**src/sv/agvg_pkg.sv**
```systemverilog
`timescale 1ns / 1ps
// ----------------------------------------------------------------------------
// agvg_pkg
// Shared types and constants of the gained-capture voice gate.
// ----------------------------------------------------------------------------
package agvg_pkg;

  localparam int MAX_FRAME_SAMPLES = 4096;

  localparam int SAMPLE_W  = 16;
  localparam int GAIN_W    = 16;
  localparam int VOLUME_W  = 16;
  localparam int HOLD_W    = 16;
  localparam int THRESH_W  = 16;
  localparam int FRAME_W   = 13;
  localparam int CFG_IDX_W = 2;
  localparam int CFG_DATA_W = 16;

  // Gain is Q6.10: the product is shifted down by this many bits.
  localparam int GAIN_FRAC_W = 10;

  // Square of a saturated 16-bit sample, at most 2^30.
  localparam int SQ_W = 31;

  // 32767 squared, the full-scale energy of one sample.
  localparam int FS_SQ_W = 30;
  localparam logic [FS_SQ_W-1:0] FULL_SCALE_SQ = 30'd1073676289;

  localparam int QUO_W  = 32;
  localparam int ROOT_W = 16;

  localparam int JOB_QUEUE_DEPTH = 2;
  localparam int RES_QUEUE_DEPTH = 2;

  localparam logic [GAIN_W-1:0]  GAIN_RESET   = 16'd1024;
  localparam logic [THRESH_W-1:0] THRESH_RESET = 16'd0;
  localparam logic [HOLD_W-1:0]  HOLD_RESET   = 16'd250;
  localparam logic [FRAME_W-1:0] FRAME_RESET  = 13'd1920;

  typedef enum logic [CFG_IDX_W-1:0] {
    CFG_GAIN_FACTOR  = 2'd0,
    CFG_THRESHOLD    = 2'd1,
    CFG_HOLD_MS      = 2'd2,
    CFG_FRAME_LENGTH = 2'd3
  } cfg_index_t;

  typedef enum logic {
    OP_SAMPLE = 1'b0,
    OP_TICK   = 1'b1
  } opcode_t;

  typedef struct packed {
    logic                       opcode;
    logic signed [SAMPLE_W-1:0] sample;
  } in_t;

  typedef struct packed {
    logic signed [SAMPLE_W-1:0] gained_sample;
    logic                       frame_end;
    logic [VOLUME_W-1:0]        volume;
    logic                       voice_active;
  } out_t;

  // Classified item handed from the front part to the back part.
  typedef struct packed {
    logic                       tick;
    logic signed [SAMPLE_W-1:0] gained;
  } job_t;

  typedef struct packed {
    logic [THRESH_W-1:0] threshold;
    logic [HOLD_W-1:0]   hold_ms;
    logic [FRAME_W-1:0]  frame_length;
  } gate_cfg_t;

endpackage

```
**src/sv/agvg_queue.sv**
```systemverilog
`timescale 1ns / 1ps
// ----------------------------------------------------------------------------
// agvg_queue
// Small register queue of DEPTH entries; data shows while not empty.
// ----------------------------------------------------------------------------
module agvg_queue #(
  parameter int WIDTH = 8,
  parameter int DEPTH = 2
) (
  input  logic             clk,
  input  logic             rst,
  input  logic             wr,
  input  logic [WIDTH-1:0] wr_data,
  output logic             full,
  input  logic             rd,
  output logic [WIDTH-1:0] rd_data,
  output logic             empty
);

  localparam int PTR_W = (DEPTH > 1) ? $clog2(DEPTH) : 1;
  localparam int CNT_W = $clog2(DEPTH + 1);

  logic [WIDTH-1:0] slots [DEPTH];
  logic [PTR_W-1:0] wr_ptr;
  logic [PTR_W-1:0] rd_ptr;
  logic [CNT_W-1:0] count;
  logic             do_wr;
  logic             do_rd;

  assign full    = (count == CNT_W'(DEPTH));
  assign empty   = (count == '0);
  assign do_wr   = wr && !full;
  assign do_rd   = rd && !empty;
  assign rd_data = slots[rd_ptr];

  always_ff @(posedge clk) begin
    if (rst) begin
      wr_ptr <= '0;
      rd_ptr <= '0;
      count  <= '0;
    end else begin
      if (do_wr) begin
        wr_ptr <= (wr_ptr == PTR_W'(DEPTH - 1)) ? '0 : wr_ptr + 1'b1;
      end
      if (do_rd) begin
        rd_ptr <= (rd_ptr == PTR_W'(DEPTH - 1)) ? '0 : rd_ptr + 1'b1;
      end
      if (do_wr && !do_rd) begin
        count <= count + 1'b1;
      end else if (do_rd && !do_wr) begin
        count <= count - 1'b1;
      end
    end
  end

  always_ff @(posedge clk) begin
    if (do_wr) begin
      slots[wr_ptr] <= wr_data;
    end
  end

endmodule

```
**src/sv/agvg_front.sv**
```systemverilog
`timescale 1ns / 1ps
// ----------------------------------------------------------------------------
// agvg_front
// Accepts items, applies the Q6.10 gain with rounding and saturation.
// ----------------------------------------------------------------------------
module agvg_front (
  input  logic                          clk,
  input  logic                          rst,
  input  logic                          push,
  output logic                          full,
  input  agvg_pkg::in_t                 cmd,
  input  logic [agvg_pkg::GAIN_W-1:0]   gain_factor,
  output logic                          job_wr,
  output agvg_pkg::job_t                job,
  input  logic                          job_full
);

  localparam int PROD_W = agvg_pkg::SAMPLE_W + agvg_pkg::GAIN_W;
  localparam int MAG_W  = PROD_W - agvg_pkg::GAIN_FRAC_W;

  agvg_pkg::in_t                  stage;
  logic                           stage_valid;
  logic                           take;
  logic                           neg;
  logic [agvg_pkg::SAMPLE_W:0]    mag_wide;
  logic [agvg_pkg::SAMPLE_W-1:0]  mag;
  logic [PROD_W-1:0]              prod;
  logic [PROD_W-1:0]              rounded;
  logic [MAG_W-1:0]               rmag;
  logic [agvg_pkg::SAMPLE_W-1:0]  gained;

  assign full   = stage_valid && job_full;
  assign take   = push && !full;
  assign job_wr = stage_valid;

  // Magnitude of -32768 still fits in 16 unsigned bits.
  assign neg      = stage.sample[agvg_pkg::SAMPLE_W-1];
  assign mag_wide = neg ? ((agvg_pkg::SAMPLE_W+1)'(0) - {stage.sample[agvg_pkg::SAMPLE_W-1],
                                                         stage.sample})
                        : {1'b0, stage.sample};
  assign mag      = mag_wide[agvg_pkg::SAMPLE_W-1:0];
  assign prod     = {{agvg_pkg::GAIN_W{1'b0}}, mag} * {{agvg_pkg::SAMPLE_W{1'b0}}, gain_factor};
  assign rounded  = prod + PROD_W'(1 << (agvg_pkg::GAIN_FRAC_W - 1));
  assign rmag     = rounded[PROD_W-1:agvg_pkg::GAIN_FRAC_W];

  always_comb begin
    if (neg) begin
      if (rmag >= MAG_W'(32768)) begin
        gained = 16'h8000;
      end else begin
        gained = 16'(~rmag[agvg_pkg::SAMPLE_W-1:0] + 1'b1);
      end
    end else begin
      if (rmag >= MAG_W'(32767)) begin
        gained = 16'h7FFF;
      end else begin
        gained = rmag[agvg_pkg::SAMPLE_W-1:0];
      end
    end
  end

  always_comb begin
    job.tick   = (agvg_pkg::opcode_t'(stage.opcode) == agvg_pkg::OP_TICK);
    job.gained = job.tick ? '0 : $signed(gained);
  end

  always_ff @(posedge clk) begin
    if (rst) begin
      stage_valid <= 1'b0;
    end else if (take) begin
      stage_valid <= 1'b1;
    end else if (!job_full) begin
      stage_valid <= 1'b0;
    end
  end

  always_ff @(posedge clk) begin
    if (take) begin
      stage <= cmd;
    end
  end

endmodule

```
**src/sv/agvg_back.sv**
```systemverilog
`timescale 1ns / 1ps
// ----------------------------------------------------------------------------
// agvg_back
// Frame energy accumulator, volume engine (divider and root) and hangover.
// ----------------------------------------------------------------------------
module agvg_back #(
  parameter int MAX_FRAME_SAMPLES = agvg_pkg::MAX_FRAME_SAMPLES
) (
  input  logic                clk,
  input  logic                rst,
  input  agvg_pkg::gate_cfg_t cfg,
  input  logic                job_valid,
  input  agvg_pkg::job_t      job,
  output logic                job_rd,
  output logic                res_wr,
  output agvg_pkg::out_t      res,
  input  logic                res_full
);

  localparam int N_W     = $clog2(MAX_FRAME_SAMPLES + 1);
  localparam int SUM_W   = N_W + agvg_pkg::SQ_W - 1;
  localparam int DEN_W   = N_W + agvg_pkg::FS_SQ_W;
  localparam int QUO_W   = agvg_pkg::QUO_W;
  localparam int ROOT_W  = agvg_pkg::ROOT_W;
  localparam int STEP_W  = $clog2(QUO_W);
  localparam int RBIT_W  = $clog2(ROOT_W);
  localparam int SW      = agvg_pkg::SAMPLE_W;

  typedef enum logic [5:0] {
    ST_IDLE = 6'b000001,
    ST_MUL  = 6'b000010,
    ST_CHK  = 6'b000100,
    ST_DIV  = 6'b001000,
    ST_SQRT = 6'b010000,
    ST_EMIT = 6'b100000
  } state_t;

  state_t                   state, state_next;
  logic [N_W-1:0]           cnt, cnt_next;
  logic [SUM_W-1:0]         sum, sum_next;
  logic                     active, active_next;
  logic [agvg_pkg::HOLD_W-1:0] hold, hold_next;
  logic [DEN_W-1:0]         den, den_next;
  logic [DEN_W-1:0]         rem, rem_next;
  logic [QUO_W-1:0]         quo, quo_next;
  logic [ROOT_W-1:0]        root, root_next;
  logic [STEP_W-1:0]        step, step_next;
  logic                     ovf, ovf_next;
  logic signed [SW-1:0]     gfrm, gfrm_next;

  logic [31:0]              n_wide;
  logic [N_W-1:0]           n;
  logic [N_W-1:0]           cnt_inc;
  logic [SW-1:0]            gabs;
  logic [2*SW-1:0]          gsq;
  logic [SUM_W-1:0]         sum_inc;
  logic [DEN_W:0]           two_sum;
  logic [DEN_W:0]           rem2;
  logic                     rem_ge;
  logic [DEN_W:0]           rem_sub;
  logic [ROOT_W-1:0]        cand;
  logic [2*ROOT_W-1:0]      cand_sq;
  logic [ROOT_W-1:0]        vol;

  // Frame length of zero acts as one; above the maximum it is clamped.
  always_comb begin
    if (cfg.frame_length == '0) begin
      n_wide = 32'd1;
    end else if (32'(cfg.frame_length) > 32'(MAX_FRAME_SAMPLES)) begin
      n_wide = 32'(MAX_FRAME_SAMPLES);
    end else begin
      n_wide = 32'(cfg.frame_length);
    end
  end
  assign n = n_wide[N_W-1:0];

  assign cnt_inc = cnt + 1'b1;
  assign gabs    = job.gained[SW-1] ? SW'(-job.gained) : SW'(job.gained);
  assign gsq     = {{SW{1'b0}}, gabs} * {{SW{1'b0}}, gabs};
  assign sum_inc = sum + SUM_W'(gsq[agvg_pkg::SQ_W-1:0]);

  assign two_sum = {sum, 1'b0};
  assign rem2    = {rem, 1'b0};
  assign rem_ge  = rem2 >= {1'b0, den};
  assign rem_sub = rem2 - {1'b0, den};

  assign cand    = root | (ROOT_W'(1) << (RBIT_W'(ROOT_W - 1) - step[RBIT_W-1:0]));
  assign cand_sq = {{ROOT_W{1'b0}}, cand} * {{ROOT_W{1'b0}}, cand};
  assign vol     = ovf ? {ROOT_W{1'b1}} : root;

  always_comb begin
    state_next  = state;
    cnt_next    = cnt;
    sum_next    = sum;
    active_next = active;
    hold_next   = hold;
    den_next    = den;
    rem_next    = rem;
    quo_next    = quo;
    root_next   = root;
    step_next   = step;
    ovf_next    = ovf;
    gfrm_next   = gfrm;
    job_rd      = 1'b0;
    res_wr      = 1'b0;
    res         = '0;

    unique case (state)
      ST_IDLE: begin
        if (job_valid && !res_full) begin
          job_rd = 1'b1;
          if (job.tick) begin
            if (active) begin
              if (hold <= agvg_pkg::HOLD_W'(1)) begin
                hold_next   = '0;
                active_next = 1'b0;
              end else begin
                hold_next = hold - 1'b1;
              end
            end
            res_wr           = 1'b1;
            res.voice_active = active_next;
          end else if (cnt_inc >= n) begin
            // This sample closes the frame; its result waits for the volume.
            sum_next   = sum_inc;
            cnt_next   = '0;
            gfrm_next  = job.gained;
            state_next = ST_MUL;
          end else begin
            sum_next          = sum_inc;
            cnt_next          = cnt_inc;
            res_wr            = 1'b1;
            res.gained_sample = job.gained;
            res.voice_active  = active;
          end
        end
      end
      ST_MUL: begin
        den_next   = {{(DEN_W-N_W){1'b0}}, n} *
                     {{N_W{1'b0}}, agvg_pkg::FULL_SCALE_SQ};
        state_next = ST_CHK;
      end
      ST_CHK: begin
        // The scaled quotient reaches 2^32 exactly when 2*sum >= n*32767^2,
        // and then the volume saturates at full scale.
        if (two_sum >= {1'b0, den}) begin
          ovf_next   = 1'b1;
          state_next = ST_EMIT;
        end else begin
          ovf_next   = 1'b0;
          rem_next   = two_sum[DEN_W-1:0];
          quo_next   = '0;
          step_next  = '0;
          state_next = ST_DIV;
        end
      end
      ST_DIV: begin
        rem_next = rem_ge ? rem_sub[DEN_W-1:0] : rem2[DEN_W-1:0];
        quo_next = {quo[QUO_W-2:0], rem_ge};
        if (step == STEP_W'(QUO_W - 1)) begin
          step_next  = '0;
          root_next  = '0;
          state_next = ST_SQRT;
        end else begin
          step_next = step + 1'b1;
        end
      end
      ST_SQRT: begin
        if (cand_sq <= quo) begin
          root_next = cand;
        end
        if (step == STEP_W'(ROOT_W - 1)) begin
          state_next = ST_EMIT;
        end else begin
          step_next = step + 1'b1;
        end
      end
      ST_EMIT: begin
        if (!res_full) begin
          res_wr            = 1'b1;
          res.gained_sample = gfrm;
          res.frame_end     = 1'b1;
          if (vol >= cfg.threshold) begin
            active_next = 1'b1;
            hold_next   = cfg.hold_ms;
            res.volume  = vol;
          end else begin
            res.volume = active ? vol : '0;
          end
          res.voice_active = active_next;
          sum_next         = '0;
          state_next       = ST_IDLE;
        end
      end
      default: begin
        state_next = ST_IDLE;
      end
    endcase
  end

  always_ff @(posedge clk) begin
    if (rst) begin
      state  <= ST_IDLE;
      cnt    <= '0;
      sum    <= '0;
      active <= 1'b0;
      hold   <= '0;
      step   <= '0;
      ovf    <= 1'b0;
    end else begin
      state  <= state_next;
      cnt    <= cnt_next;
      sum    <= sum_next;
      active <= active_next;
      hold   <= hold_next;
      step   <= step_next;
      ovf    <= ovf_next;
    end
  end

  always_ff @(posedge clk) begin
    den  <= den_next;
    rem  <= rem_next;
    quo  <= quo_next;
    root <= root_next;
    gfrm <= gfrm_next;
  end

  a_hold_clear_when_inactive: assert property (@(posedge clk) disable iff (rst)
    !active |-> (hold == '0))
    else $error("hold counter nonzero while voice is inactive");

  a_result_room: assert property (@(posedge clk) disable iff (rst)
    res_wr |-> !res_full)
    else $error("result written into a full queue");

  a_pop_only_idle: assert property (@(posedge clk) disable iff (rst)
    job_rd |-> (state == ST_IDLE && job_valid))
    else $error("job taken outside of the idle state");

  a_frame_cleared: assert property (@(posedge clk) disable iff (rst)
    (state == ST_EMIT && res_wr) |=> (sum == '0 && cnt == '0 && state == ST_IDLE))
    else $error("frame accumulator not cleared after frame end");

  a_count_range: assert property (@(posedge clk) disable iff (rst)
    cnt < N_W'(MAX_FRAME_SAMPLES))
    else $error("sample count beyond the frame maximum");

endmodule

```
**src/sv/audio_gain_rms_voice_gate.sv**
```systemverilog
`timescale 1ns / 1ps
// ----------------------------------------------------------------------------
// audio_gain_rms_voice_gate
// Capture gain with RMS voice detection per frame and tick-driven hangover.
// ----------------------------------------------------------------------------
//  Channel   Direction  Handshake          Payload
//  cmd       in         push / full        opcode, sample
//  result    out        empty / pop        gained_sample, frame_end, volume,
//                                          voice_active
//  cfg       in         cfg_valid/ready    cfg_index, cfg_data
//
//  A tick or a sample that does not close a frame passes the front stage and
//  is then handled in the back part's idle state. A sample that closes a frame
//  goes through one multiply, one range check, a 32-step restoring divider and
//  a 16-step square root (both skipped on saturation), then the result transfer.
//  Reset is synchronous; the configuration takes its reset values and the
//  frame, voice flag and hold counter are cleared. Either side may stall:
//  job and result queues of two entries decouple front, back and output.
// ----------------------------------------------------------------------------
module audio_gain_rms_voice_gate #(
  parameter int MAX_FRAME_SAMPLES = agvg_pkg::MAX_FRAME_SAMPLES
) (
  input  logic                               clk,
  input  logic                               rst,
  input  logic                               push,
  output logic                               full,
  input  agvg_pkg::in_t                      cmd,
  output logic                               empty,
  input  logic                               pop,
  output agvg_pkg::out_t                     result,
  input  logic                               cfg_valid,
  output logic                               cfg_ready,
  input  logic [agvg_pkg::CFG_IDX_W-1:0]     cfg_index,
  input  logic [agvg_pkg::CFG_DATA_W-1:0]    cfg_data
);

  localparam int JOB_W = $bits(agvg_pkg::job_t);
  localparam int RES_W = $bits(agvg_pkg::out_t);

  logic [agvg_pkg::GAIN_W-1:0] gain_factor;
  agvg_pkg::gate_cfg_t         gate_cfg;

  logic                        job_wr;
  agvg_pkg::job_t              job_in;
  logic                        job_full;
  logic                        job_empty;
  logic                        job_rd;
  logic [JOB_W-1:0]            job_bits;
  agvg_pkg::job_t              job_out;

  logic                        res_wr;
  agvg_pkg::out_t              res_in;
  logic                        res_full;
  logic [RES_W-1:0]            res_bits;

  assign cfg_ready = 1'b1;

  always_ff @(posedge clk) begin
    if (rst) begin
      gain_factor           <= agvg_pkg::GAIN_RESET;
      gate_cfg.threshold    <= agvg_pkg::THRESH_RESET;
      gate_cfg.hold_ms      <= agvg_pkg::HOLD_RESET;
      gate_cfg.frame_length <= agvg_pkg::FRAME_RESET;
    end else if (cfg_valid && cfg_ready) begin
      unique case (agvg_pkg::cfg_index_t'(cfg_index))
        agvg_pkg::CFG_GAIN_FACTOR:  gain_factor <= cfg_data;
        agvg_pkg::CFG_THRESHOLD:    gate_cfg.threshold <= cfg_data;
        agvg_pkg::CFG_HOLD_MS:      gate_cfg.hold_ms <= cfg_data;
        agvg_pkg::CFG_FRAME_LENGTH: begin
          gate_cfg.frame_length <= cfg_data[agvg_pkg::FRAME_W-1:0];
        end
        default: begin
        end
      endcase
    end
  end

  agvg_front u_front (
    .clk         (clk),
    .rst         (rst),
    .push        (push),
    .full        (full),
    .cmd         (cmd),
    .gain_factor (gain_factor),
    .job_wr      (job_wr),
    .job         (job_in),
    .job_full    (job_full)
  );

  agvg_queue #(
    .WIDTH (JOB_W),
    .DEPTH (agvg_pkg::JOB_QUEUE_DEPTH)
  ) u_job_queue (
    .clk     (clk),
    .rst     (rst),
    .wr      (job_wr),
    .wr_data (job_in),
    .full    (job_full),
    .rd      (job_rd),
    .rd_data (job_bits),
    .empty   (job_empty)
  );

  assign job_out = job_bits;

  agvg_back #(
    .MAX_FRAME_SAMPLES (MAX_FRAME_SAMPLES)
  ) u_back (
    .clk       (clk),
    .rst       (rst),
    .cfg       (gate_cfg),
    .job_valid (!job_empty),
    .job       (job_out),
    .job_rd    (job_rd),
    .res_wr    (res_wr),
    .res       (res_in),
    .res_full  (res_full)
  );

  agvg_queue #(
    .WIDTH (RES_W),
    .DEPTH (agvg_pkg::RES_QUEUE_DEPTH)
  ) u_res_queue (
    .clk     (clk),
    .rst     (rst),
    .wr      (res_wr),
    .wr_data (res_in),
    .full    (res_full),
    .rd      (pop),
    .rd_data (res_bits),
    .empty   (empty)
  );

  assign result = res_bits;

endmodule

```
**config.mk**
```make
export PLATFORM = sky130hd
export DESIGN_NAME = audio_gain_rms_voice_gate
export DESIGN_NICKNAME = d
export VERILOG_FILES = /design/src/sv/agvg_pkg.sv /design/src/sv/agvg_queue.sv /design/src/sv/agvg_front.sv /design/src/sv/agvg_back.sv /design/src/sv/audio_gain_rms_voice_gate.sv
export SDC_FILE = /design/constraint.sdc
export NUM_CORES = 2
export LEC_CHECK = 0
export BUFFER_PORTS_ARGS = -buffer_cell sky130_fd_sc_hd__buf_2
export CAP_MARGIN = 20
export CORE_MARGIN = 1
export CORE_UTILIZATION = 40
export DETAILED_ROUTE_END_ITERATION = 10
export SLEW_MARGIN = 20
export SYNTH_ARGS = -nofsm -noshare
export SYNTH_HDL_FRONTEND = slang
export SYNTH_SLANG_ARGS = --single-unit
```
**constraint.sdc**
```tcl
create_clock -name clk -period 15.2 [get_ports clk]
set_clock_uncertainty 0.2 [all_clocks]
set_input_delay 0 -clock clk [delete_from_list [all_inputs] [get_ports clk]]
set_output_delay 0 -clock clk [all_outputs]
set_load 0.1 [all_outputs]
```
==> out/qor.yml <==
cts_sinks: 422
period_share_pct: 79.50
seqCellArea_um2: 11100
grt-ovfl-total: 0
antenna_found_initial: 1
drive_gt1_share_pct: 6.214
clkTransAtPathRegs_ns: 0.06
drt_wl_total_um: 124300
start_kind: "flip-flop"
ys_top_cells_by_area: "fa_1, edfxtp_1, ha_1"
status: "finished, final reports clean"
post_drt_wl_per_cell_um: 17.43
arrival_ns: 12.36
grt_pass1_wl_um: 203100
ios: 77
via_count: 36970
ant_nets: 0
synth_top_area_share_pct: 23.86
crit_buf_inv: 5
syn_area_per_cell_um2: 9.200
slew_violations: 0
synth-async-reset-ratio_pct: 0
port_buffers: 75
worstHoldPathType: "input pin to flip-flop"
cp_slowest_stage_delay_ns: 0.96
route.detailed.drc: 0
setup_viol: 0
netlist_area_um2: 49170
core_um2: 121900
multi_input_area_um2: 34030
die_y_um: 352.6
yosysTopAreaCell: "fa_1"
maxCapViolations: 0
synthCells: 5344
synth_edf_count: 265
relSlewSlack_pct: 29.16
grt_max_degree: 89
fin_nets: 6645
ys_types: 92
die_area_um2: 124300
dpl_cell_area_um2: 51520
pre_cts_slack_ns: 3.230
dr.pass1.iters: 6
cts_tree: "built"
initial_core_util_pct: 40.34
synth-seq-area-share_pct: 22.58
row_count: 128
setup_tns_ns: 0
grt_usage_pct: 20.34
place_hpwl_um: 97910
tightest_slew_ns: 1.049
drt-vias-per-instance: 5.184
clock_path_buffers: 3
fmax_mhz: 82.75
ys.flop_type: "edfxtp_1"
final_area_um2: 54220
hold_viol_final: 0
cts_max_level: 2
grt_pass1_vias: 38520
numCtsBuffers: 53
fin_hold_ws_ns: 0.03958
yosys_warnings: 0
fin_ws_ns: 3.116
cp_slowest_cell: "dfxtp_1"
cp_max_fo: 17
worstSetupPathType: "flip-flop to flip-flop"
rsz0062_at_grt: "no"
period_minus_slack_ns: 12.08
nFillCells: 11820
crit_required_ns: 15.48
chipWidth_um: 352.6
cts_resized: 0
cp-end-kind: "flip-flop"
cts_root_buffer: "clkbuf_16"
gp_congestion: 0.9048
ys_ff_latch: 422
clock_latency_ns: 0.65
areaGrowthSynthToFinish_pct: 10.29
cpLargestDelayFamily: "adder cells"
crit_top_cell: "fa_1"
drt-initial-drc-count: 1910
## cell usage after synthesis, types with 11 or more instances
master and count:
nor2b_1 67, buf_1 15, mux2_2 37, a21o_1 104
o21bai_1 28, nor3_1 69, nor2_1 397, nand2b_1 38
o21a_1 29, nand4_1 37, or3_1 29, a31oi_1 15
nand3_1 69, a21oi_1 264, or2_2 32, mux2i_1 54
nor4_1 19, ha_1 559, xnor2_1 163, o211ai_1 14
a22oi_1 28, nand2_1 618, o31ai_1 23, inv_1 931
dfxtp_1 157, or4_1 12, xor2_1 63, and2_1 106
a211oi_1 20, edfxtp_1 265, o21ai_0 158, fa_1 586
and3_1 19, o41ai_1 12, clkbuf_1 138, a31o_2 11
## stage by stage
| step | cells | utilization, % |
|---|---|---|
| finish | 7131 | 44.49 |
| global route | 7129 | 44.49 |
| CTS | 7129 | 44.49 |
| detailed placement | 6948 | 42.27 |
| global placement | 6948 | 42.27 |
| floorplan | 5354 | - |
## placed cells by master (no fill, tap or decap), drive strengths merged, types with 20 or more instances in the layout
master / synthesis / layout
a211oi: 21 / 21
a21o: 104 / 104
a21oi: 265 / 265
a22oi: 28 / 28
and2: 106 / 106
buf: 27 / 134
clkbuf: 138 / 74
clkinv: 10 / 24
dfxtp: 157 / 157
dlygate4sd3: 0 / 82
edfxtp: 265 / 265
fa: 586 / 586
ha: 559 / 559
inv: 933 / 938
mux2: 37 / 37
mux2i: 54 / 54
nand2: 618 / 618
nand2b: 38 / 38
nand3: 70 / 70
nand4: 37 / 37
nor2: 397 / 397
nor2b: 67 / 67
nor3: 69 / 69
nor4: 20 / 20
o21a: 29 / 29
o21ai: 167 / 167
o21bai: 28 / 28
o31ai: 24 / 24
or2: 33 / 33
or3: 29 / 29
xnor2: 163 / 163
xor2: 63 / 63
## final timing paths
path | startpoint | endpoint | slack, ns | cells after the start
setup / recovery | flip-flop | u_back.sum[42] | 3.12 | 38
setup reg to reg | flip-flop | u_back.sum[42] | 3.12 | 38
hold / removal | cfg_data[12] | gate_cfg[25] | 0.04 | 4
hold reg to reg | gate_cfg[33] | gate_cfg[33] | 0.26 | 2
## metal layers
| layer | vias up | GRT usage, % | routed length (µm) |
|---|---|---|---|
| met4 | 0 | 6.217 | 3973 |
| met2 | 820 | 35.05 | 59770 |
| met5 | - | 0 | 0 |
| li1 | 17640 | - | - |
| met3 | 210 | 2.277 | 5659 |
| met1 | 18300 | 26.70 | 54910 |
## state kept, by name, indices dropped and copies added, names as in the netlist, 5 cells and up, named ones only
register and cells:
u_back.sum 43, u_back.hold 16, u_back.rem 43, gate_cfg 45, u_back.cnt 13, u_back.gfrm 16
u_back.step 5, gain_factor 16, u_front.stage 15, u_job_queue.slots 34, u_back.quo 32, u_back.root 16
u_back.den 39, u_back.state 6, u_res_queue.slots 68
## cells by family (layout without fill, tap and decap cells)
family	Yosys count	in the layout	synth area share (%)
AND/OR/NAND/NOR	1548	1548	14.41
adder cells (fa/ha/maj)	1145	1145	38.09
buffers and inverters	1108	1258	8.500
AO/OA/AOI/OAI	802	802	10.44
flip-flops	422	422	22.58
XOR/XNOR	226	226	4.026
multiplexers	91	91	1.947
other	2	14	0.01527
## what timing repair did
item | 4_1_cts | 5_1_grt
hold endpoints to repair | 135 | 0
hold buffers | 82 | 0
setup buffers | 0 | 0
## final cells by class
cell class | instances | share of cell area (%)
multi-input combinational | 3824 | 62.75
sequential | 422 | 20.47
inverter | 943 | 6.528
tap | 1625 | 3.750
timing repair buffer | 216 | 3.027
clock buffer | 74 | 2.900
clock inverter | 25 | 0.5630
antenna | 2 | 0.009230
## tightest hold or removal path: stages
cell	delay, ns
dlygate4sd3_1	0.52
buf_2	0.18
nand2_1	0.07
a21oi_1	0.05
Power is left out: the tool's default activity adds up to more than one toggle a clock period on the data nets, which glitch-free logic cannot reach.
